--- config.mk ---
export PLATFORM = sky130hd
export DESIGN_NAME = sgr_rsp_fifo
export DESIGN_NICKNAME = d
export VERILOG_FILES = /design/src/rtl/core/sobel_gradient_rgb_core_macros.svh /design/src/rtl/core/sgr_pkg.sv /design/src/rtl/core/sgr_rsp_fifo.sv
export SDC_FILE = /design/constraint.sdc
export NUM_CORES = 1
export LEC_CHECK = 0
export CAP_MARGIN = 20
export CORE_MARGIN = 3
export CORE_UTILIZATION = 48
export DETAILED_ROUTE_END_ITERATION = 8
export DONT_BUFFER_PORTS = 1
export PLACE_DENSITY = 0.65
export SETUP_SLACK_MARGIN = 0.1
export SYNTH_ARGS = -nofsm -noshare
export SYNTH_HDL_FRONTEND = slang
export SYNTH_SLANG_ARGS = --single-unit
--- constraint.sdc ---
create_clock -name clock -period 2.2 [get_ports clock]
set_input_delay 0 -clock clock [delete_from_list [all_inputs] [get_ports clock]]
set_output_delay 0 -clock clock [all_outputs]
set_load 0.02 [all_outputs]
--- src/rtl/core/sobel_gradient_rgb_core_macros.svh ---
// Assertion shorthands shared by the core.
`ifndef SOBEL_GRADIENT_RGB_CORE_MACROS_SVH
`define SOBEL_GRADIENT_RGB_CORE_MACROS_SVH

// cons must hold in the same cycle as ante
`define SGR_ASSERT_IMPLY(lbl, clk, rst, ante, cons) \
   lbl: assert property (@(posedge clk) disable iff (rst) (ante) |-> (cons)) \
      else $error("%m: implication check failed");

// cons must hold in the cycle after ante
`define SGR_ASSERT_NEXT(lbl, clk, rst, ante, cons) \
   lbl: assert property (@(posedge clk) disable iff (rst) (ante) |=> (cons)) \
      else $error("%m: next-cycle check failed");

// cond must hold on every cycle out of reset
`define SGR_ASSERT_ALWAYS(lbl, clk, rst, cond) \
   lbl: assert property (@(posedge clk) disable iff (rst) (cond)) \
      else $error("%m: invariant check failed");

`endif

--- src/rtl/core/sgr_pkg.sv ---
package sgr_pkg;

   localparam int CHAN_W  = 8;
   localparam int GRAD_W  = 11;
   localparam int COORD_W = 11;
   localparam int CSR_W   = 12;
   localparam int CSR_IDX_W = 1;

   localparam logic [CSR_IDX_W-1:0] CSR_LINE_WIDTH = 1'b0;
   localparam logic [CSR_IDX_W-1:0] CSR_DIRECTION  = 1'b1;

   localparam logic [CSR_W-1:0] LINE_WIDTH_RESET = 12'd640;
   localparam int LINE_WIDTH_MIN = 3;

   localparam logic DIR_X = 1'b0;
   localparam logic DIR_Y = 1'b1;

   localparam int RSP_FIFO_DEPTH = 4;
   localparam int FIFO_PTR_W     = 2;
   localparam int FIFO_CNT_W     = 3;

   typedef struct packed {
      logic [CHAN_W-1:0] red;
      logic [CHAN_W-1:0] green;
      logic [CHAN_W-1:0] blue;
   } pixel_type;

   typedef struct packed {
      logic signed [GRAD_W-1:0] grad_red;
      logic signed [GRAD_W-1:0] grad_green;
      logic signed [GRAD_W-1:0] grad_blue;
      logic [COORD_W-1:0]       center_column;
      logic [COORD_W-1:0]       center_row;
   } rsp_type;

   typedef struct packed {
      logic rd_en;
      logic wr_en;
   } ls_ctl_type;

endpackage

--- src/rtl/core/sgr_rsp_fifo.sv ---
// Small result queue in front of the response channel.
module sgr_rsp_fifo (
   input  logic                              clock,
   input  logic                              reset,
   input  logic                              push,
   input  sgr_pkg::rsp_type                  push_data,
   input  logic                              rsp_stall,
   output logic                              rsp_valid,
   output sgr_pkg::rsp_type                  rsp_data,
   output logic [sgr_pkg::FIFO_CNT_W-1:0]    count
);

   sgr_pkg::rsp_type                   entry_ff [sgr_pkg::RSP_FIFO_DEPTH];
   logic [sgr_pkg::FIFO_PTR_W-1:0]     wr_ptr_ff, wr_ptr_in;
   logic [sgr_pkg::FIFO_PTR_W-1:0]     rd_ptr_ff, rd_ptr_in;
   logic [sgr_pkg::FIFO_CNT_W-1:0]     count_ff, count_in;
   logic                               pop;

   assign rsp_valid = (count_ff != '0);
   assign pop       = rsp_valid && !rsp_stall;
   assign rsp_data  = entry_ff[rd_ptr_ff];
   assign count     = count_ff;

   always_comb begin
      wr_ptr_in = push ? wr_ptr_ff + 1'b1 : wr_ptr_ff;
      rd_ptr_in = pop  ? rd_ptr_ff + 1'b1 : rd_ptr_ff;
      count_in  = count_ff + sgr_pkg::FIFO_CNT_W'(push) - sgr_pkg::FIFO_CNT_W'(pop);
   end

   always_ff @(posedge clock) begin
      if (push) begin
         entry_ff[wr_ptr_ff] <= push_data;
      end
   end

   always_ff @(posedge clock) begin
      if (reset) begin
         wr_ptr_ff <= '0;
         rd_ptr_ff <= '0;
         count_ff  <= '0;
      end else begin
         wr_ptr_ff <= wr_ptr_in;
         rd_ptr_ff <= rd_ptr_in;
         count_ff  <= count_in;
      end
   end

endmodule

# Yosys cells after proc, flatten, opt, wreduce, memory -nomap -nowiden
# Memories as Yosys holds them, arrays and structs flattened. A register that Yosys moved wholly into a read port is not among the register bits.
# Cells that the tools add are included.
[totals]
word_cells = 15
mem_bits_rw = 220
out_inout_bits = 59
ff_bits = 7
inputBits = 59
memories = 1
[op_classes]
reduce_logical = 3
add_sub_neg = 4
muxes = 4
[mem_list]
columns = ["memory", "words", "width", "rd", "rd_ports_with_merged_regs", "wr", "line", "source"]
rows = [
  ["entry_ff", 4, 55, 1, 1, 1, "sgr_rsp_fifo.sv:13", "sgr_pkg::rsp_type entry_ff [sgr_pkg::RSP_FIFO_DEPTH];"],
]
[op_table]
columns = ["op", "n"]
rows = [
  ["adder 2 x 1 -> 2 bit (second input constant)", 2],
  ["two-way mux 2 bit", 2],
  ["adder 3 x 1 -> 3 bit", 1],
  ["nonzero test 3 bit", 1],
  ["subtractor 3 x 1 -> 3 bit", 1],
  ["two-way mux 1 bit", 2],
  ["logical AND 1 bit", 1],
  ["zero test 1 bit", 1],
]

# Depth between registers and ports, before layout
# Gate-level depths: netlist (run 1).
[depth]
ltp_word = 4
ltp_mapped = 9
mapped_depth_nobuf = 9

# Worst setup path before layout (run 1)
# OpenSTA, ideal clock, no wires.
[synth_path]
path_kind = "flip-flop to flip-flop"
startpoint = "register wr_ptr_ff[0] (netlist bit)"
endpoint = "memory entry_ff[2][0] (netlist bit) (enable)"
path_buffers = 0
setup_time_ps = 418
t_required_ps = 1782
arrival_time_ps = 1846
stages_incl_launch_ff = 4
path_slack_ps = -65
period_less_slack_ps = 2265
cell_sequence = "dfxtp_1 -> inv_1 -> ha_1 -> and2_1"
[synth_rtl]
columns = ["element", "line", "source"]
rows = [
  ["start: declaration", "sgr_rsp_fifo.sv:14", "logic [sgr_pkg::FIFO_PTR_W-1:0] wr_ptr_ff, wr_ptr_in;"],
  ["start signal: assignment", "sgr_rsp_fifo.sv:42", "wr_ptr_ff <= wr_ptr_in;"],
  ["end: declaration", "sgr_rsp_fifo.sv:13", ""],
]
# Straight into the memory's write port.

==> results of run 1 <==
[registers in the layout, indices dropped and copies added (netlist names), named ones only]
register   flops
entry_ff     220
count          3
rd_ptr_ff      2
wr_ptr_ff      2
[path summary, 6_finish.rpt]
check,slack (ps),end
worst max-delay path,200,rsp_data[2]
worst min-delay path,4,entry_ff[0][12]
worst max register to register,200,count[2]
worst min register to register,560,rd_ptr_ff[0]
[kinds of logic after synthesis]
kind of cell             count (synthesis)  share of synthesized area
AND/OR/NAND/NOR                         15                     0.0102
multiplexers                            57                      0.151
XOR/XNOR                                 3                    0.00311
flip-flops                             229                      0.802
adder cells (fa/ha/maj)                  7                     0.0112
buffers and inverters                   20                     0.0203
AO/OA/AOI/OAI                            3                    0.00177
[synthesized netlist by cell type (2+ instances only)]
master      n
buf_2       5
dfxtp_1     9
ha_1        6
and2_1      4
edfxtp_1  220
buf_12      5
mux4_2     50
xnor2_1     3
inv_1       7
a21oi_1     2
nor2b_1     3
mux4_1      5
nor2_1      5
[placed cells by master (no fill, tap or decap), drive strengths merged]
cell type	count
a21oi	2
xnor2	3
or3	1
clkinv	8
buf	16
o21ai	1
edfxtp	220
ha	6
nor3	1
inv	8
bufinv	1
mux2	1
nor3b	1
mux2i	1
nor2	5
clkbuf	29
dfxtp	9
clkinvlp	2
and2	4
mux4	55
dlygate4sd3	59
fa	1
nor2b	3
[power groups by stage]
stage	combinational [mW]	sequential, mW	clock (mW)
after global placement	1.70	5.21	0
after detailed placement	1.72	5.23	0
after CTS	1.86	5.13	3.80
final	1.85	5.14	3.69
after global routing	1.99	5.16	4.02
after floorplan	1.47	5.20	0
[layout make-up]
type	instances	area, um^2
tap	220	275
fill	1227	6840
clock inverter	12	88.8
multi-input combinational	85	1510
timing repair buffer	75	761
sequential	229	6790
inverter	7	26.3
clock buffer	29	641
[what timing repair did]
item / 4_1_cts / 5_1_grt
setup buffers: 0 / 1
endpoints found under the hold margin: 229 / 0
resized for setup: 0 / 2
setup endpoints to repair: 0 / 2
hold buffers: 59 / 0
[metrics by stage]
| step | total power [mW] | instances | hold slack [ps] | util | cell area [um^2] |
|---|---|---|---|---|---|
| after global routing | 11.2 | 657 | 12.3 | 0.596 | 10100 |
| after floorplan | 6.67 | 334 | 98.9 | - | 8460 |
| final | 10.7 | 657 | 3.74 | 0.596 | 10100 |
| after global placement | 6.91 | 556 | 65.9 | 0.517 | 8760 |
| after detailed placement | 6.95 | 556 | 63.4 | 0.517 | 8760 |
| after CTS | 10.8 | 656 | 0.798 | 0.595 | 10100 |
[layer usage]
metal / vias to the layer above / global-route usage / share of wire
met1: 1882 / 0.202 / 0.41
met2: 107 / 0.268 / 0.51
met3: 31 / 0.0393 / 0.061
li1: 1589 / - / -
met4: 0 / 0.0484 / 0.024
met5: - / 0 / 0
[worst max-delay path: cells and delay by family (launching register included)]
kind	cells	cell delay [ps]
buffers and inverters	1	260
flip-flops	1	490
multiplexers	1	720
==> run summary, run 1 <==
H-tree depth: 1
Seq/Total Area, Yosys: 0.802
Slowest CP cell: mux4_1
GRT overflow: 0
Die footprint: 19300 um^2
Post-route setup slack: 198 ps
Psw: 2.69 mW
Die Wd: 139 um
RSZ-0062 raised after global routing: true
Syn Inst Count: 334
CORE AREA: 16900 um^2
CTS buffer count: 24
Skew-Pair Late Insertion Delay: 500 ps
Share of cells above drive strength 1: 0.247
FP Rows: 47
Synth Flop Type: edfxtp_1
Synth warnings: 0
EDFF count, synth: 220
Clock network power share: 0.346
Gr usage total: 0.157
Netlist cell types: 23
CTS Sinks: 229
Cell Int Power: 7.98 mW
Port Buf Inserts: 0
FF-to-FF path depth: 9
Synthesized flop and latch total: 229
CP required: 2200 ps
Final Critical Period: 2000 ps
Initial antenna violation count: 0
Largest stage delay, worst path: 720 ps
Relative slew margins: 0.665
First-pass GRT wire length: 23500 um
Crit path launch type: register
Final Cycle Share: 0.910
Detail Route Antenna Nets: 0
Mean Syn Cell Area: 25.3 um^2
Hold WC Path Type: in -> reg
Antenna Cells: 0
Status: complete, no violations
Drt first pass iters: 4
Dpl ws: 151 ps
Via-per-instance ratio: 5.49
Drt initial violations: 143
Post-Synthesis Net Count: 400
Reg2reg start: count[2]
IR drop worst, VDD: 0.000745 V
Clock Pin Slew Worst Setup and Hold Paths: 60 ps
Min-delay src: push
Post-route DRC violation count: 0
Area grow syn2layout: 19.3%
Die height: 139 um
Final setup fails: 0
Leakage Power: 3.23 nW
Maximum clock frequency: 500 MHz
Worst hold stages: 2
Synth async-reset ratio: 0
Combinational share of power: 0.173
Setup TNS Final: 0 ps
Final Hold Viols: 0
PwrDens: 1060 nW/um^2
Initial Util: 0.499
Setup crit end kind: output port
Largest cells by area after synthesis: edfxtp_1 (78%), mux4_2 (13%), dfxtp_1 (2.1%)
Root buf cell: clkbuf_16
Reg power frac: 0.481
Post-Route WL: 14900 um
Critical path class: reg -> out
Via count: 3609
DP HPWL: 8390 um
Setup Skew: 4.54 ps
Cell taking the most area after synthesis: edfxtp_1
Number of global-route vias before repair: 4086
IO Count: 118
Switch share: 0.252
CTS tree: done
Largest net degree at the start of global routing: 47
Crit-path cells: buf_12 > mux4_1
Clock tree buffer depth: 3
Wire per inst: 22.7 um
Routability cong.: 0.667
Slew @ Worst Pin: 503 ps
Max_cap viols: 0
Final nets: 488
Crit-path max FO: 25
Critical path arrival: 2000 ps
Area of the mapped netlist: 8460 um^2
Fin. max-slew vios: 0
Area share of the largest cell type after synthesis: 0.781
Note: power is estimated with default switching activity, not from simulation.
==> inputs of run 2 (changes only) <==
--- a/config.mk
+++ b/config.mk
@@ -6,7 +6,6 @@
 export NUM_CORES = 1
 export LEC_CHECK = 0
 export CAP_MARGIN = 20
-export CORE_MARGIN = 3
 export CORE_UTILIZATION = 48
 export DETAILED_ROUTE_END_ITERATION = 8
 export DONT_BUFFER_PORTS = 1
==> constraint.sdc (replaced) <==
create_clock -name clock -period 1.68 [get_ports clock]
set_input_delay 0.084 -clock clock [delete_from_list [all_inputs] [get_ports clock]]
set_output_delay 0.084 -clock clock [all_outputs]
set_load 0.02 [all_outputs]
==> run 2 against run 1 <==
Net effect:
- the run now ends with hold timing, setup timing left
- via count is 1.6% higher
- sequential power is 31% higher
- worst setup slack worse by 410 ps
- clock skew is 8.6 ps higher
- final area is 4.7% higher
- first-iteration DRC count is 36% higher
- register-to-register slack worse by 370 ps
- wire length is 1.6% lower
- non-clock buffer count is 14 higher
- clock power is 50% higher
- core utilization is 1.7 points higher
- critical path type unchanged
==> run summary, run 2 (synthesis results as in run 1) <==
Status: complete, but fails checks
Failing checks: hold timing, setup timing
CTS buffer count: 23 (-4.2%)
Final Core Density: 0.613 (+0.0174)
Area of the multi-input gates: 1520 um^2 (+0.66%)
Register area: 6800 um^2 (about the same)
PwrDens: 1440 nW/um^2 (+36%)
Final Hold Viols: 6 (+6)
Clock tree buffer depth: 3 (unchanged)
Relative slew margins: 0.854 (+0.189)
Filler Cells Inserted: 1190 (-3.0%)
Number of global-route vias before repair: 3943 (-3.5%)
Maximum clock frequency: 527 MHz
FP Rows: 48 (+2.1%)
Share of cells above drive strength 1: 0.299 (+0.0522)
Worst path most repeated cell: buf_12
GRT overflow: 0 (unchanged)
Crit-path cells: buf_12 > buf_12 > mux4_2
IR drop worst, VDD: 0.000932 V (+25%)
Final Cycle Share: 1.13
Critical path class: reg -> out
H-tree depth: 1 (unchanged)
Die Wd: 135 um (-2.9%)
Via count: 3667 (+1.6%)
Placed cell count: 565 (+1.6%)
Drt first pass iters: 4 (unchanged)
CTS Sinks: 229 (unchanged)
DP HPWL: 8490 um (+1.2%)
Largest net degree at the start of global routing: 33 (-30%)
Port Buf Inserts: 0 (unchanged)
Root buf cell: clkbuf_16
Clock Pin Slew Worst Setup and Hold Paths: 60 ps (about the same)
WHS: -364 ps (-368 ps)
CTS tree: done
Antenna Cells: 0 (unchanged)
Post-route DRC violation count: 0 (unchanged)
CORE AREA: 17200 um^2 (+1.8%)
Hold_buf cts: 59 (unchanged)
Initial Util: 0.491 (-0.00870)
Final Critical Period: 1900 ps
Post-Route WL: 14700 um (-1.6%)
IO Count: 118 (unchanged)
Post-route setup slack: -216 ps (-414 ps)
Setup crit end kind: output port
Slew @ Worst Pin: 217 ps (-285 ps)
Max reg flops: 220 (unchanged)
Area grow syn2layout: 25.0%
Via-per-instance ratio: 5.42 (-1.2%)
Fin. max-slew vios: 0 (unchanged)
Leakage Power: 3.43 nW (+6.1%)
Final nets: 501 (+2.7%)
Die footprint: 18200 um^2 (-5.7%)
Crit-path max FO: 8 (-68%)
Crit path launch type: register
Total power: 15.2 mW (+42%)
Hold WC Path Type: in -> reg
Critical path arrival: 1810 ps (-190 ps)
CP required: 1600 ps (-600 ps)
Max_cap viols: 0 (unchanged)
Die height: 135 um (-2.9%)
Detail Route Antenna Nets: 0 (unchanged)
Most common cell after layout, fill and taps aside: edfxtp_1
Final setup fails: 57 (+57)
Cell Count, Final, Fillers Out: 676 (+2.9%)
Wire per inst: 21.7 um (-4.4%)
Commonest cells after routing, fill and taps aside: edfxtp_1 (220), dlygate4sd3_1 (59), mux4_2 (55)
First-pass GRT wire length: 21800 um (-7.2%)
Largest stage delay, worst path: 600 ps (-120 ps)
RSZ-0062 raised after global routing: true
Slowest CP cell: mux4_2
Setup Skew: 13.1 ps (+8.60 ps)
Largest Register: entry_ff
Initial antenna violation count: 0 (unchanged)
Gr usage total: 0.161 (+0.00357)
Routability cong.: 0.663 (-0.66%)
Drt initial violations: 195 (+36%)
Skew-Pair Late Insertion Delay: 490 ps (about the same)
run 2: changes by cell type in the layout (fill, tap and decap cells not counted), sizes merged:
cell	delta
clkbuf	-1
buf	+10
clkinvlp	-2
bufinv	+6
clkinv	+1
run 2: metrics by stage:
step                setup slack (ps)  area (um^2)  setup TNS (ps)
floorplan                       -220         8490            -318
global placement                -143         8930            -169
detailed placement              -208         8930            -286
CTS                             -199        10400           -8920
global route                    -311        10600          -13590
finish                          -216        10600           -9930
run 2: power breakdown:
part	internal (mW)	leakage [nW]	total (mW)	switching [mW]
registers	6.60	2.10	6.72	0.123
clock network	3.57	0.412	5.54	1.97
logic	1.42	0.922	2.93	1.51
total	11.6	3.43	15.2	3.60
run 2: critical path, delay by kind of cell, from the launching register on:
| family | cells | cell delay (ps) |
|---|---|---|
| DFF | 1 | 440 |
| muxes | 1 | 600 |
| buffers and inverters | 2 | 260 |
run 2: what timing repair did:
item | 4_1_cts | 5_1_grt
gates resized for setup | 10 | 5
gates cloned | 0 | 5
setup endpoints to repair | 57 | 57
buffers inserted | 1 | 5
pin swaps | 4 | 2
endpoints found under the hold margin | 229 | 6
run 2: layout make-up:
class                   instances  share of cell area
flip-flops and latches        229               0.643
multi-input cells              85               0.144
repair buffers                 89               0.105
clock buffers                  24              0.0548
well taps                     225              0.0266
clock inverters                17              0.0244
inverters                       7             0.00249
run 2: worst paths after layout:
path,cells after the start,endpoint,start,slack [ps]
hold reg to reg,2,register,rd_ptr_ff[0],530
hold / removal,1,count[1],reset,-360
setup / recovery,3,rsp_data[2],register,-220
setup reg to reg,9,count[2],count[1],-170
run 2: routing by layer:
metal	share of wire	GRT usage	routed length, um
met2	0.53	0.284	7830
met5	0	0	0
met3	0.050	0.0353	726
met1	0.41	0.201	5940
met4	0.011	0.0437	157
==> inputs of run 3 (changes only) <==
--- a/config.mk
+++ b/config.mk
@@ -9,6 +9,7 @@
 export CORE_UTILIZATION = 48
 export DETAILED_ROUTE_END_ITERATION = 8
 export DONT_BUFFER_PORTS = 1
+export HOLD_SLACK_MARGIN = 0.1
 export PLACE_DENSITY = 0.65
 export SETUP_SLACK_MARGIN = 0.1
 export SYNTH_ARGS = -nofsm -noshare
==> run 3 against run 2 <==
Net effect:
- first-iteration DRC count rose by 7.2%
- power barely moved
- the flow still finishes with violations (hold timing, setup timing)
- core utilization rose by 0.058 points
- final area barely moved
- wire length rose by 0.18%
- sequential power barely moved
- die area did not move
==> run summary, run 3 (synthesis results as in run 1) <==
Final Core Density: 0.614 (about the same)
Hold_buf cts: 60 (+1.7%)
Skew-Pair Late Insertion Delay: 490 ps (about the same)
CP required: 1600 ps (about the same)
DP HPWL: 8490 um (unchanged)
Crit-path cells: buf_12 > buf_12 > mux4_2
Clock network power share: 0.365 (about the same)
Cell Count, Final, Fillers Out: 677 (+0.15%)
CTS buffer count: 23 (unchanged)
Share of cells above drive strength 1: 0.299 (-0.000662)
Fin. max-slew vios: 0 (unchanged)
Final setup fails: 57 (unchanged)
Setup crit end kind: output port
First-pass GRT wire length: 21900 um (+0.44%)
WHS: -363 ps (+1.38 ps)
Relative slew margins: 0.800 (-0.0538)
Min-delay src: reset
Wire per inst: 21.7 um (about the same)
Post-route setup slack: -213 ps (+3.25 ps)
PwrDens: 1440 nW/um^2 (about the same)
RSZ-0062 raised after global routing: true
Crit-path max FO: 8 (unchanged)
Largest Register: entry_ff
CTS tree: done
Max_cap viols: 0 (unchanged)
CORE AREA: 17200 um^2 (unchanged)
Cell Int Power: 11.6 mW (about the same)
Clock Pin Slew Worst Setup and Hold Paths: 60 ps (about the same)
Port Buf Inserts: 0 (unchanged)
Largest net degree at the start of global routing: 33 (unchanged)
Antenna Cells: 0 (unchanged)
Clock tree buffer depth: 3 (unchanged)
FP Rows: 48 (unchanged)
Post-Route WL: 14700 um (+0.18%)
Largest stage delay, worst path: 600 ps (about the same)
Drt first pass iters: 4 (unchanged)
Hold WC Path Type: in -> reg
Reg power frac: 0.442 (about the same)
Critical path class: reg -> out
Worst R2R Setup Slack: -170 ps (about the same)
Crit path to: rsp_data[2]
Gr usage total: 0.162 (+0.000759)
Initial Util: 0.491 (unchanged)
Status: complete, but fails checks
Root buf cell: clkbuf_16
IO Count: 118 (unchanged)
GRT overflow: 0 (unchanged)
Filler Cells Inserted: 1189 (-0.084%)
Final nets: 502 (+0.20%)
Via count: 3661 (-0.16%)
Final Cycle Share: 1.13 (-0.00193)
Commonest cells after routing, fill and taps aside: edfxtp_1 (220), dlygate4sd3_1 (60), mux4_2 (55)
Die height: 135 um (unchanged)
CTS Sinks: 229 (unchanged)
Slew @ Worst Pin: 299 ps (+82.1 ps)
Detail Route Antenna Nets: 0 (unchanged)
Die Wd: 135 um (unchanged)
Final Critical Period: 1890 ps (-3.25 ps)
Capturing point of the worst reg2reg path: count[2]
Worst path most repeated cell: buf_12
Failing checks: hold timing, setup timing
Area of the multi-input gates: 1520 um^2 (unchanged)
Placed cell count: 565 (unchanged)
H-tree depth: 1 (unchanged)
Slowest CP cell: mux4_2
Via-per-instance ratio: 5.41 (-0.31%)
Number of global-route vias before repair: 3949 (+0.15%)
Routability cong.: 0.663 (unchanged)
Switch share: 0.237 (about the same)
Area grow syn2layout: 25.1% (about the same)
IR drop worst, VDD: 0.000935 V (+0.30%)
Final Hold Viols: 6 (unchanged)
Reg2reg start: count[1]
Maximum clock frequency: 528 MHz (+0.17%)
Die footprint: 18200 um^2 (unchanged)
Post-route DRC violation count: 0 (unchanged)
Setup Skew: 13.2 ps (+0.109 ps)
Max reg flops: 220 (unchanged)
FF-to-FF path depth: 9 (unchanged)
Critical path arrival: 1810 ps (about the same)
Register area: 6800 um^2 (unchanged)
Initial antenna violation count: 0 (unchanged)
Combinational share of power: 0.193 (about the same)
Most common cell after layout, fill and taps aside: edfxtp_1
Psw: 3.61 mW (+0.12%)
Drt initial violations: 209 (+7.2%)
Leakage Power: 3.43 nW (+0.12%)
Crit path launch type: register
run 3: cell count changes in the layout (fill, tap and decap cells not counted):
cell,change
dlygate4sd3_1,+1
run 3: metal layers:
| metal | vias up | routed length, um | part of all wire | global-route usage |
|---|---|---|---|---|
| li1 | 1619 | - | - | - |
| met1 | 1950 | 5940 | 0.40 | 0.203 |
| met2 | 81 | 7860 | 0.54 | 0.284 |
| met3 | 11 | 728 | 0.050 | 0.0357 |
| met4 | 0 | 157 | 0.011 | 0.0437 |
| met5 | - | 0 | 0 | 0 |
run 3: power by group through the flow:
stage	Combinational [mW]	Clock, mW	Sequential (mW)
2_1_floorplan	1.97	0	6.83
3_3_place_gp	2.38	0	6.81
3_5_place_dp	2.42	0	6.83
4_1_cts	2.66	5.66	6.72
5_1_grt	3.15	5.88	6.75
6_report	2.94	5.54	6.72
run 3: area by class of cell:
| cell class | instances | share of cell area |
|---|---|---|
| Clock buffer | 24 | 0.0547 |
| Clock inverter | 17 | 0.0244 |
| Inverter | 7 | 0.00248 |
| Multi-Input combinational cell | 85 | 0.144 |
| Sequential cell | 229 | 0.642 |
| Tap cell | 225 | 0.0266 |
| Timing Repair Buffer | 90 | 0.106 |
run 3: worst min-delay path by stage:
stage                           endpoint  slack, ps  cells after the start
after detailed placement        count[2]        150                      1
final                           count[1]       -360                      1
after global routing            count[1]       -390                      1
after floorplan           entry_ff[0][0]        180                      0
after CTS                       count[1]       -370                      1
after global placement          count[2]        150                      1
run 3: timing repair:
action                                  CTS  global route
gates resized for setup                  10             5
hold endpoints to repair                377             6
pin swaps                                 4             2
setup buffers                             1             5
endpoints found under the setup margin   57            57
cloned                                    0             5
run 3: metrics by stage:
step                TNS, ps  hold slack, ps  power, mW  setup slack (ps)  area, um^2
CTS                   -8920            -372       15.0              -199       10400
detailed placement     -286             152       9.26              -208        8930
floorplan              -318             183       8.80              -220        8490
global route         -13590            -386       15.8              -309       10600
global placement       -169             148       9.19              -143        8930
finish                -9780            -363       15.2              -213       10600
run 3: worst max-delay path: cells and delay by family, from the launching register on:
kind	cells	cell delay [ps]
buffers and inverters	2	260
muxes	1	600
DFF	1	430
