**config.mk**
```make
export PLATFORM = sky130hd
export DESIGN_NAME = sgr_window
export DESIGN_NICKNAME = d
export VERILOG_FILES = /design/src/rtl/core/sobel_gradient_rgb_core_macros.svh /design/src/rtl/core/sgr_pkg.sv /design/src/rtl/core/sgr_window.sv
export SDC_FILE = /design/constraint.sdc
export NUM_CORES = 1
export LEC_CHECK = 0
export ABC_AREA = 1
export BUFFER_PORTS_ARGS = -buffer_cell sky130_fd_sc_hd__clkbuf_2
export CAP_MARGIN = 20
export CORE_MARGIN = 2
export CORE_UTILIZATION = 55
export CTS_BUF_LIST = sky130_fd_sc_hd__clkbuf_4 sky130_fd_sc_hd__clkbuf_8 sky130_fd_sc_hd__clkbuf_16
export CTS_CLUSTER_SIZE = 25
export DETAILED_ROUTE_END_ITERATION = 8
export PLACE_DENSITY_LB_ADDON = 0.08
export SYNTH_ARGS = -nofsm -noshare
export SYNTH_HDL_FRONTEND = slang
export SYNTH_SLANG_ARGS = --single-unit
```
**constraint.sdc**
```tcl
create_clock -name clock -period 8.08 [get_ports clock]
set_input_delay 2.02 -clock clock [delete_from_list [all_inputs] [get_ports clock]]
set_output_delay 2.02 -clock clock [all_outputs]
set_load 0.02 [all_outputs]
```
**src/rtl/core/sobel_gradient_rgb_core_macros.svh**
```systemverilog
// Assertion shorthands shared by the core.
`ifndef SOBEL_GRADIENT_RGB_CORE_MACROS_SVH
`define SOBEL_GRADIENT_RGB_CORE_MACROS_SVH

// cons must hold in the same cycle as ante
`define SGR_ASSERT_IMPLY(lbl, clk, rst, ante, cons) \
   lbl: assert property (@(posedge clk) disable iff (rst) (ante) |-> (cons)) \
      else $error("%m: implication check failed");

// cons must hold in the cycle after ante
`define SGR_ASSERT_NEXT(lbl, clk, rst, ante, cons) \
   lbl: assert property (@(posedge clk) disable iff (rst) (ante) |=> (cons)) \
      else $error("%m: next-cycle check failed");

// cond must hold on every cycle out of reset
`define SGR_ASSERT_ALWAYS(lbl, clk, rst, cond) \
   lbl: assert property (@(posedge clk) disable iff (rst) (cond)) \
      else $error("%m: invariant check failed");

`endif

```
**src/rtl/core/sgr_pkg.sv**
```systemverilog
package sgr_pkg;

   localparam int CHAN_W  = 8;
   localparam int GRAD_W  = 11;
   localparam int COORD_W = 11;
   localparam int CSR_W   = 12;
   localparam int CSR_IDX_W = 1;

   localparam logic [CSR_IDX_W-1:0] CSR_LINE_WIDTH = 1'b0;
   localparam logic [CSR_IDX_W-1:0] CSR_DIRECTION  = 1'b1;

   localparam logic [CSR_W-1:0] LINE_WIDTH_RESET = 12'd640;
   localparam int LINE_WIDTH_MIN = 3;

   localparam logic DIR_X = 1'b0;
   localparam logic DIR_Y = 1'b1;

   localparam int RSP_FIFO_DEPTH = 4;
   localparam int FIFO_PTR_W     = 2;
   localparam int FIFO_CNT_W     = 3;

   typedef struct packed {
      logic [CHAN_W-1:0] red;
      logic [CHAN_W-1:0] green;
      logic [CHAN_W-1:0] blue;
   } pixel_type;

   typedef struct packed {
      logic signed [GRAD_W-1:0] grad_red;
      logic signed [GRAD_W-1:0] grad_green;
      logic signed [GRAD_W-1:0] grad_blue;
      logic [COORD_W-1:0]       center_column;
      logic [COORD_W-1:0]       center_row;
   } rsp_type;

   typedef struct packed {
      logic rd_en;
      logic wr_en;
   } ls_ctl_type;

endpackage

```
**src/rtl/core/sgr_window.sv**
```systemverilog
// 3x3 window registers and per-channel Sobel sums.
module sgr_window (
   input  logic                                clock,
   input  logic                                reset,
   input  logic                                shift,
   input  sgr_pkg::pixel_type                  pix_upper,
   input  sgr_pkg::pixel_type                  pix_middle,
   input  sgr_pkg::pixel_type                  pix_new,
   input  logic                                direction,
   output logic signed [sgr_pkg::GRAD_W-1:0]   grad_red,
   output logic signed [sgr_pkg::GRAD_W-1:0]   grad_green,
   output logic signed [sgr_pkg::GRAD_W-1:0]   grad_blue
);

   // row-major: 0..2 top (oldest line), 6..8 bottom (current line)
   sgr_pkg::pixel_type win_ff [9];

   function automatic logic signed [sgr_pkg::GRAD_W-1:0] tap_diff(
      input logic [sgr_pkg::CHAN_W-1:0] p0,
      input logic [sgr_pkg::CHAN_W-1:0] p1,
      input logic [sgr_pkg::CHAN_W-1:0] p2,
      input logic [sgr_pkg::CHAN_W-1:0] n0,
      input logic [sgr_pkg::CHAN_W-1:0] n1,
      input logic [sgr_pkg::CHAN_W-1:0] n2
   );
      logic [sgr_pkg::GRAD_W-1:0] pos;
      logic [sgr_pkg::GRAD_W-1:0] neg;
      pos = sgr_pkg::GRAD_W'(p0) + (sgr_pkg::GRAD_W'(p1) << 1) + sgr_pkg::GRAD_W'(p2);
      neg = sgr_pkg::GRAD_W'(n0) + (sgr_pkg::GRAD_W'(n1) << 1) + sgr_pkg::GRAD_W'(n2);
      return signed'(pos - neg);
   endfunction

   always_ff @(posedge clock) begin
      if (reset) begin
         for (int i = 0; i < 9; i++) begin
            win_ff[i] <= '0;
         end
      end else if (shift) begin
         for (int r = 0; r < 3; r++) begin
            win_ff[r*3]   <= win_ff[r*3+1];
            win_ff[r*3+1] <= win_ff[r*3+2];
         end
         win_ff[2] <= pix_upper;
         win_ff[5] <= pix_middle;
         win_ff[8] <= pix_new;
      end
   end

   always_comb begin
      unique case (direction)
         sgr_pkg::DIR_X: begin
            grad_red   = tap_diff(win_ff[2].red,   win_ff[5].red,   win_ff[8].red,
                                  win_ff[0].red,   win_ff[3].red,   win_ff[6].red);
            grad_green = tap_diff(win_ff[2].green, win_ff[5].green, win_ff[8].green,
                                  win_ff[0].green, win_ff[3].green, win_ff[6].green);
            grad_blue  = tap_diff(win_ff[2].blue,  win_ff[5].blue,  win_ff[8].blue,
                                  win_ff[0].blue,  win_ff[3].blue,  win_ff[6].blue);
         end
         sgr_pkg::DIR_Y: begin
            grad_red   = tap_diff(win_ff[6].red,   win_ff[7].red,   win_ff[8].red,
                                  win_ff[0].red,   win_ff[1].red,   win_ff[2].red);
            grad_green = tap_diff(win_ff[6].green, win_ff[7].green, win_ff[8].green,
                                  win_ff[0].green, win_ff[1].green, win_ff[2].green);
            grad_blue  = tap_diff(win_ff[6].blue,  win_ff[7].blue,  win_ff[8].blue,
                                  win_ff[0].blue,  win_ff[1].blue,  win_ff[2].blue);
         end
         default: begin
            grad_red   = '0;
            grad_green = '0;
            grad_blue  = '0;
         end
      endcase
   end

endmodule

```
-- Yosys cells after proc, flatten, opt, wreduce, memory -nomap -nowiden
Memory sizes are Yosys's and may differ from the RTL's.
Cells that the tools add are included.
- flip-flop bits (word level): 0
- RAM bits: 216
- memories kept: 1
- add/sub/neg operators: 30
- muxes and demuxes: 17
- bitwise operators: 10
- memories (memory ; words ; width ; rd ports ; clocked after Yosys merged registers in ; wr ports ; RTL line ; RTL):
    win_ff ; 9 ; 24 ; 9 ; 0 ; 9 ; sgr_window.sv:16 ; sgr_pkg::pixel_type win_ff [9];
- operators by type and width (kind ; number):
    two-way mux 24 bit ; 9
    adder 10 x 8 -> 11 bit ; 12
    adder 8 x 9 -> 10 bit ; 12
    one-hot mux 11 bit (2 select lines) ; 3
    subtractor 11 bit ; 6
    bitwise OR 1 bit ; 9
    two-way mux 1 bit ; 5
    inverter 1 bit ; 1

-- Logic depth before layout (Yosys ltp)
Gate-level depths: netlist of run 1.
An unclocked memory read counts as a cell.
- depth in word-level cells: 5
- depth in mapped cells: 15
- mapped depth without buffers: 15

-- Worst setup path after synthesis of run 1
Ideal clock, no wire load.
- path kind: input to register
- start: in reset
- end: mem win_ff[0][0] (netlist name) (enable)
- data arrival time: 4641 ps
- required time: 7593 ps
- path slack: 2952 ps
- cell stages on the path: 1
- path buffers: 0
- cells stage by stage: or2_2
- RTL lines (item ; RTL line ; RTL):
    start: declaration ; sgr_window.sv:4 ; input logic reset,
    end: declaration ; sgr_window.sv:16 ;

-- Worst setup path in the final report of run 1
- start: in direction
- end: out grad_green[10] (netlist name)
- word-level cells in the longest chain between the ends: 2
- RTL lines (item ; RTL line ; RTL):
    start: declaration ; sgr_window.sv:9 ; input logic direction,
    inverter 1 bit ; sgr_window.sv:50 ; unique case (direction)
    one-hot mux 11 bit (2 select lines) (*) ; sgr_window.sv:50 ;
    end: declaration ; sgr_window.sv:11 ; output logic signed [sgr_pkg::GRAD_W-1:0] grad_green,
Mark *: on every way between the ends. The rest lies on a longest branch, timed or not.

==> results.json, run 1 <==
{
  "async_flop_share_pct": 0,
  "rr_worst_depth": 2,
  "ys_ff_latch": 216,
  "grt_usage_pct": 19.7,
  "drive_gt1_share_pct": 8.34,
  "core_area_um2": 28600,
  "internal_power_w": 0.00308,
  "grtUsageMet2_pct": 33.5,
  "synthTopCellsByArea": "edfxtp_1 (41%), fa_1 (23%), inv_1 (13%), nor2_1 (5.9%), ha_1 (5.7%)",
  "die_area_um2": 30300,
  "worstPathCellList": "clkbuf_2 > inv_2 > nor2_1 > o21ai_0 > a31oi_1 > nand2_1 > nand2_1 > clkbuf_2",
  "slowest_stage": "clkbuf_2",
  "netSwitchingFraction_pct": 44.3,
  "status": "finished clean",
  "area_growth_syn_to_layout_pct": 9.96,
  "cp.required_ns": 6.06,
  "rsz0062_at_grt": "no",
  "cap_violations": 0,
  "drtAntennaViolNets": 0,
  "wl_per_cell_um": 13.1,
  "top_register": "win_ff",
  "drtIter0Drc": 643,
  "p_comb_share_pct": 56.9,
  "die_w_um": 174,
  "cts_hold_buf": 0,
  "fin_nets": 2106,
  "synth-adder-area-share_pct": 29.0,
  "port-buffer-count": 108,
  "drc": 0,
  "vias_per_cell": 4.65,
  "ys_warn_count": 0,
  "muxShareOfSynthArea_pct": 0,
  "cts_setup_buffers": 0,
  "setup_viol": 0,
  "timing.final.crit_share_pct": 74.7,
  "r2r_slack_ns": 7.19,
  "worstMarginPinSlew_ns": 0.903,
  "peakVddDrop_mv": 0.183,
  "postSynthAreaPerCell_um2": 9.56,
  "antenna_cells": 0,
  "clock-root-buffer": "clkbuf_16",
  "cts_resized": 0,
  "drt_pass1_iterations": 6,
  "finalCriticalPeriod_ns": 6.04,
  "cts_buffers": 24,
  "clock_latency_ns": 0.51,
  "ys.flop_type": "edfxtp_1",
  "crit_fanout": 36,
  "critical_path_class": "in -> out",
  "synth_top_area_share_pct": 40.7,
  "maxSlewViolCount": 0,
  "synth.most_common_cell": "inv_1",
  "ys_seq_area_share_pct": 40.7,
  "netlist_top_cells_count": "inv_1 (552), nor2_1 (252), nand2_1 (220)",
  "drt_wl_total_um": 28300,
  "first_global_vias": 10294,
  "dp_slack_ns": 2.00,
  "top_regs": "win_ff (216)",
  "grt_overflow_total": 0,
  "p_leak_nw": 8.73,
  "gp_congestion": 0.914,
  "synth_top_family_by_area": "adder cells",
  "use_met3_pct": 2.19,
  "grt_max_degree": 163,
  "dp_hpwl_um": 21600,
  "fin_setup_tns_ns": 0,
  "min_path_cells": 2,
  "clock-sinks": 216,
  "cts_buffer_depth": 3,
  "cts.reportedPaths.clkPinSlew_ns": 0.06,
  "cts.htree.levels": 1,
  "endpoint_kind": "output pin",
  "power.density_nw_per_um2": 315,
  "tritoncts": "built",
  "synth_compound_area_share_pct": 1.67,
  "cp-start-kind": "input port",
  "final_core_util_pct": 61.2,
  "synth_edf_count": 216,
  "synthCells": 1666,
  "slew_headroom_pct": 39.8,
  "via_count": 10091,
  "synthXorXnorAreaFrac_pct": 0.110,
  "finalPower_w": 0.00552,
  "clkPwrFrac_pct": 18.6,
  "use_met1_pct": 27.6,
  "syn_area_um2": 15900,
  "largest_register_ff_count": 216,
  "start_util_pct": 55.6,
  "arrival_ns": 4.02,
  "antenna_found_initial": 0,
  "synth_fp_nets": 2000,
  "die-height_um": 174,
  "hold_class": "reg -> reg",
  "switchingPower_w": 0.00244,
  "top_usage_layer": "met2",
  "io_pins": 109,
  "synth-simple-area-share_pct": 14.1,
  "yosysUniqueCellTypes": 24,
  "core.rowCount": 62,
  "netlist.top_cell.by_area": "edfxtp_1",
  "slowest_delay_ns": 0.63,
  "hold_viol": 0,
  "max_freq_mhz": 166,
  "setup_slack_ns": 2.04,
  "grt_pass1_wl_um": 48100,
  "p_seq_share_pct": 24.5,
  "skew_ns": 0.0143
}
final cells by class:
type	count	area (um^2)
fill	2484	11100
multi-input combinational	867	7170
sequential	216	6490
inverter	553	2080
clock buffer	28	648
timing repair buffer	110	568
tap	384	480
clock inverter	13	81.3
cells in the final DEF (no fill, tap or decap):
cell type    n
nand2_8      1
or2_1        6
clkbuf_4     3
nand3_1     52
clkinv_1     7
inv_2        1
nor3_1       6
clkinv_2     5
nand3b_1    16
nand2_1    220
o21ai_0     14
xor2_1       2
clkbuf_2   108
buf_12       1
ha_1        72
buf_4        1
o21ai_1      2
a21oi_1     26
o22ai_1      3
a31oi_1      6
edfxtp_1   216
fa_1       186
or2_4        3
inv_1      552
bufinv_16    1
nor2_1     252
clkbuf_16   25
power groups by stage:
stage | registers, W | logic [W] | clock network (W)
4_1_cts | 0.00136 | 0.00317 | 0.00105
5_1_grt | 0.00136 | 0.00361 | 0.00110
6_report | 0.00135 | 0.00314 | 0.00102
3_3_place_gp | 0.00138 | 0.00309 | 0
2_1_floorplan | 0.00137 | 0.00235 | 0
3_5_place_dp | 0.00138 | 0.00315 | 0
final timing paths:
kind | from | end
max | direction | grad_green[10]
min | win_ff[0][111]$_SDFFCE_PN0P_ | win_ff[0][87]$_SDFFCE_PN0P_
max reg2reg | win_ff[0][203]$_SDFFCE_PN0P_ | win_ff[0][179]$_SDFFCE_PN0P_
min reg2reg | win_ff[0][111]$_SDFFCE_PN0P_ | win_ff[0][87]$_SDFFCE_PN0P_
critical path, delay by kind of cell:
kind,cells,cell delay (ns)
AOI/OAI and AO/OA,2,0.24
buffers and inverters,3,1.36
and+or+nand+nor,3,0.35
per-layer routing:
layer  wire, um  share of wire [%]  vias to the layer above
met5          0                  0                        -
met4        500                1.8                        0
met3       1070                3.8                       35
met2      13900                 49                      172
met1      12900                 45                     4798
li1           -                  -                     5086
cell families (layout without fill, tap and decap cells):
| logic type | after synthesis | count (layout) |
|---|---|---|
| buf+inv | 583 | 704 |
| compound gates | 51 | 51 |
| fa+ha+maj | 258 | 258 |
| simple gates | 556 | 556 |
| xor+xnor | 2 | 2 |
| flops | 216 | 216 |
stage by stage:
| stage | instances | hold slack (ns) | cell area, um^2 |
|---|---|---|---|
| finish | 2171 | 0.543 | 17500 |
| detailed placement | 2130 | 0.531 | 16800 |
| global placement | 2130 | 0.520 | 16800 |
| CTS | 2171 | 0.545 | 17500 |
| floorplan | 1666 | 0.519 | 15900 |
| global route | 2171 | 0.565 | 17500 |
Note: power is estimated with default switching activity, not from simulation.
==> run 2: changes to the inputs <==
- clock period: 8.08 -> 5.15 ns (I/O delays scaled with it)
==> run 2 against run 1 <==
Clock skew rose by 0.0028 ns. Wire length up 1.3%. Die area unchanged. Register-to-register slack got worse by 3.0 ns. Worst hold slack got worse by 0.0037 ns. Worst setup slack worse by 1.9 ns. Sequential share of layout area down 1.5 points. Clock power rose by 66%. Final cell count rose by 0.60%. First-iteration DRC count is 22% lower. Global-route usage barely moved. Highest routed layer unchanged.
==> results.json, run 2 (synthesis gave the netlist of run 1 again) <==
{
  "status": "finished clean",
  "start_util_pct": 55.6,
  "drtAntennaViolNets": 0,
  "dp_hpwl_um": 21400,
  "max_freq_mhz": 201,
  "die_area_um2": 30300,
  "finalPower_w": 0.00966,
  "grt_max_degree": 128,
  "final_cells": 2184,
  "cap_violations": 0,
  "port-buffer-count": 108,
  "finalCriticalPeriod_ns": 4.98,
  "worstPathCellList": "fa_1 > fa_1 > inv_1 > fa_1 > inv_1 > ha_1 > or2_1 > nand2_1 > o21ai_1 > a21oi_1 > nor2_1 > clkbuf_2",
  "filler_cell_count": 2368,
  "worstMarginPinSlew_ns": 0.811,
  "setup_viol": 0,
  "seq_area_um2": 6490,
  "r2r_slack_ns": 4.19,
  "peakVddDrop_mv": 0.383,
  "core.rowCount": 62,
  "clock_latency_ns": 0.52,
  "die-height_um": 174,
  "drtIter0Drc": 500,
  "endpoint_kind": "output pin",
  "crit_top_cell": "fa_1",
  "drt_pass1_iterations": 4,
  "critical_path.top_delay_family": "adder cells",
  "antenna_cells": 0,
  "final_cell_mix": "inv_1 (546), nor2_1 (249), edfxtp_1 (216)",
  "die_w_um": 174,
  "rsz0062_at_grt": "yes",
  "io_pins": 109,
  "cts_buffer_depth": 3,
  "area_growth_syn_to_layout_pct": 14.7,
  "cts_buffers": 25,
  "maxSlewViolCount": 0,
  "skew_ns": 0.0171,
  "critical_path_class": "reg -> out",
  "placed_cells": 2134,
  "layout_commonest_cell": "inv_1",
  "cp-start-kind": "flop",
  "clock-root-buffer": "clkbuf_16",
  "final_core_util_pct": 63.8,
  "grt_overflow_total": 0,
  "use_met1_pct": 27.7,
  "top_usage_layer": "met2",
  "largest_register_ff_count": 216,
  "drc": 0,
  "arrival_ns": 3.69,
  "grtUsageMet2_pct": 33.1,
  "top_regs": "win_ff (216)",
  "vias_per_cell": 4.65,
  "antenna_found_initial": 0,
  "slew_headroom_pct": 45.9,
  "timing.hold.ws_ns": 0.539,
  "multi_input_area_um2": 7720,
  "cts.htree.levels": 1,
  "use_met3_pct": 2.45,
  "slowest_delay_ns": 0.55,
  "clock-sinks": 216,
  "power.density_nw_per_um2": 529,
  "drive_gt1_share_pct": 14.8,
  "hold_viol": 0,
  "fin_nets": 2121,
  "cts.reportedPaths.clkPinSlew_ns": 0.06,
  "p_leak_nw": 8.83,
  "crit_fanout": 3,
  "top_register": "win_ff",
  "via_count": 10156,
  "hold_class": "reg -> reg",
  "tritoncts": "built",
  "grt_pass1_wl_um": 48700,
  "crit_buf_inv": 3,
  "first_global_vias": 10441,
  "gp_congestion": 0.860,
  "slowest_stage": "fa_1",
  "cp.required_ns": 3.86,
  "wl_per_cell_um": 13.1,
  "grt_usage_pct": 19.7,
  "timing.final.crit_share_pct": 96.7,
  "drt_wl_total_um": 28700,
  "fin_setup_tns_ns": 0,
  "core_area_um2": 28600
}
## run 2: cell type report
class	count	area share, %
clock buffers	28	3.55
well taps	384	2.63
clock inverters	12	0.644
inverters	553	11.4
multi-input cells	867	42.3
flip-flops and latches	216	35.5
repair buffers	124	4.03
## run 2: worst register-to-register path: stages, from the launching register on
cell and delay [ns]:
edfxtp_1 0.45, buf_4 0.17, inv_1 0.04, nor2_1 0.03
## run 2: stage by stage
stage / setup slack [ns] / area (um^2)
floorplan: 0.755 / 15900
global placement: 0.541 / 16800
detailed placement: 0.483 / 16800
CTS: -0.0152 / 17700
global route: -0.0181 / 18300
finish: 0.168 / 18300
## run 2: final timing paths
kind / cells past startpoint / from / endpoint
min: 2 / win_ff[0][108]$_SDFFCE_PN0P_ / win_ff[0][84]$_SDFFCE_PN0P_
max: 12 / win_ff[0][148]$_SDFFCE_PN0P_ / grad_blue[5]
max reg2reg: 3 / win_ff[0][211]$_SDFFCE_PN0P_ / win_ff[0][187]$_SDFFCE_PN0P_
min reg2reg: 2 / win_ff[0][108]$_SDFFCE_PN0P_ / win_ff[0][84]$_SDFFCE_PN0P_
## run 2: timing repair
action | CTS | global route
endpoints found under the setup margin | 10 | 20
setup buffers | 0 | 10
hold buffers | 0 | 0
cloned | 0 | 0
resized for setup | 19 | 113
pin swaps | 2 | 47
## run 2: where the power goes
group,leakage [nW],internal [W],switching [W]
clock network,0.372,0.000996,0.000694
logic,6.08,0.00240,0.00344
registers,2.38,0.00206,0.0000583
total,8.83,0.00546,0.00419
## run 2: routing by layer
metal  wire [um]  vias to the layer above
li1            -                     5121
met2       14300                      146
met1       13000                     4858
met4         435                        0
met3         999                       31
met5           0                        -
==> run 3: changes to the inputs <==
- CAP_MARGIN: 20 -> 0
- clock period: 5.15 -> 5.3 ns (I/O delays scaled with it)
==> run 3 against run 2 <==
Core utilization shrank 1.9 points. Final cell count shrank 0.23%. First-iteration DRC count grew 13%. Clock power shrank 4%. Critical path depth grew 2. Global-route usage shrank 0.38 points. Worst hold slack lost 0.0059 ns.
==> results.json, run 3 (synthesis gave the netlist of run 1 again) <==
{
  "port-buffer-count": 108,
  "dp_hpwl_um": 21500,
  "final_cells": 2179,
  "clock-sinks": 216,
  "hp-start": "win_ff[0][114]$_SDFFCE_PN0P_",
  "placed_cells": 2133,
  "maxSlewViolCount": 0,
  "drive_gt1_share_pct": 10.6,
  "vias_per_cell": 4.66,
  "peakVddDrop_mv": 0.319,
  "cts_buffer_depth": 3,
  "cap_violations": 0,
  "drtIter0Drc": 566,
  "status": "finished clean",
  "grt_pass1_wl_um": 47600,
  "finalPower_w": 0.00866,
  "drc": 0,
  "io_pins": 109,
  "cts.htree.levels": 1,
  "timing.final.crit_share_pct": 97.0,
  "drt_pass1_iterations": 4,
  "multi_input_area_um2": 7290,
  "gp_congestion": 0.849,
  "top_register": "win_ff",
  "cts_buffers": 25,
  "cp-start-kind": "flop",
  "critical_path_class": "reg -> out",
  "finalCriticalPeriod_ns": 5.14,
  "antenna_found_initial": 0,
  "r2r_slack_ns": 4.36,
  "p_leak_nw": 8.75,
  "min_path_cells": 2,
  "first_global_vias": 10306,
  "clock-root-buffer": "clkbuf_16",
  "core.rowCount": 62,
  "min_to": "win_ff[0][90]$_SDFFCE_PN0P_",
  "cts.reportedPaths.clkPinSlew_ns": 0.06,
  "largest_register_ff_count": 216,
  "fin_nets": 2111,
  "core_area_um2": 28600,
  "max_freq_mhz": 194,
  "clock_latency_ns": 0.52,
  "tritoncts": "built",
  "setup_viol": 0,
  "crit_fanout": 3,
  "drt_wl_total_um": 28300,
  "top_regs": "win_ff (216)",
  "drtAntennaViolNets": 0,
  "worstMarginPinSlew_ns": 0.945,
  "r2r-start": "win_ff[0][122]$_SDFFCE_PN0P_",
  "worst_r2r_endpoint": "win_ff[0][98]$_SDFFCE_PN0P_",
  "wl_per_cell_um": 13.0,
  "start_util_pct": 55.6,
  "antenna_cells": 0,
  "die-height_um": 174,
  "final_cell_mix": "inv_1 (552), nor2_1 (252), edfxtp_1 (216)",
  "arrival_ns": 3.82,
  "skew_ns": 0.0123,
  "power.density_nw_per_um2": 488,
  "endpoint_kind": "output pin",
  "die_w_um": 174,
  "area_growth_syn_to_layout_pct": 11.3,
  "grt_max_degree": 155,
  "die_area_um2": 30300,
  "seq_area_um2": 6490,
  "rr_worst_depth": 3,
  "cp.required_ns": 3.97,
  "grt_overflow_total": 0,
  "filler_cell_count": 2462,
  "via_count": 10155,
  "hold_class": "reg -> reg",
  "layout_commonest_cell": "inv_1",
  "hold_viol": 0,
  "grt_usage_pct": 19.3,
  "slew_headroom_pct": 37.0
}
run 3: cell count changes in the layout (fill, tap and decap cells not counted), sizes merged:
cell,previous run,this run
bufinv,2,1
clkinvlp,3,2
clkbuf,127,128
buf,25,13
clkinv,6,14
run 3: area by class of cell:
class / count / share of cell area (%)
Clock buffer: 27 / 3.61
Clock inverter: 18 / 0.727
Inverter: 553 / 11.7
Multi-Input combinational cell: 867 / 41.1
Sequential cell: 216 / 36.6
Tap cell: 384 / 2.71
Timing Repair Buffer: 114 / 3.52
run 3: where the power goes:
| part | leakage, nW | switching (W) | internal (W) | total, W |
|---|---|---|---|---|
| logic | 6.00 | 0.00311 | 0.00186 | 0.00498 |
| clock network | 0.373 | 0.000692 | 0.000924 | 0.00162 |
| registers | 2.38 | 0.0000572 | 0.00201 | 0.00206 |
| total | 8.75 | 0.00386 | 0.00479 | 0.00866 |
run 3: metal layers:
metal  wire length [um]  vias up  track usage (%)
met5                  0        -                0
met4                448        0             4.27
met3                919       37             2.41
met2              14100      139             33.4
met1              12800     4874             26.3
li1                   -     5105                -
run 3: how the worst max path moves through the flow:
stage	startpoint	to	slack, ns	depth (start not counted)
CTS	win_ff[0][16]$_SDFFCE_PN0P_	grad_red[9]	0.002	14
finish	win_ff[0][8]$_SDFFCE_PN0P_	grad_green[7]	0.16	14
global placement	win_ff[0][8]$_SDFFCE_PN0P_	grad_green[9]	0.66	14
global route	win_ff[0][59]$_SDFFCE_PN0P_	grad_green[6]	-0.02	14
detailed placement	win_ff[0][16]$_SDFFCE_PN0P_	grad_red[9]	0.57	14
floorplan	reset	win_ff[0][0]$_SDFFCE_PN0P_	0.87	1
run 3: through the flow:
stage | setup slack [ns] | hold WS [ns] | util [%] | cell area, um^2 | setup TNS, ns
finish | 0.158 | 0.533 | 61.9 | 17700 | 0
floorplan | 0.867 | 0.519 | - | 15900 | 0
detailed placement | 0.567 | 0.531 | 58.8 | 16800 | 0
global placement | 0.657 | 0.522 | 58.8 | 16800 | 0
global route | -0.0201 | 0.565 | 61.9 | 17700 | -0.0457
CTS | 0.00248 | 0.540 | 61.4 | 17600 | 0
run 3: repair_timing:
action | 4_1_cts | 5_1_grt
endpoints found under the setup margin | 0 | 14
resized for setup | 0 | 47
hold buffers | 0 | 0
setup buffers | 0 | 1
run 3: critical path: stages (launching register included):
cell and delay [ns]:
edfxtp_1 0.44, fa_1 0.55, inv_1 0.05, fa_1 0.38, fa_1 0.49, ha_2 0.21, fa_1 0.45, nand2_2 0.10
nand2_2 0.08, nand3b_1 0.11, nand2_1 0.06, nand2_1 0.05, nand3_1 0.07, nand2_1 0.12, buf_4 0.15
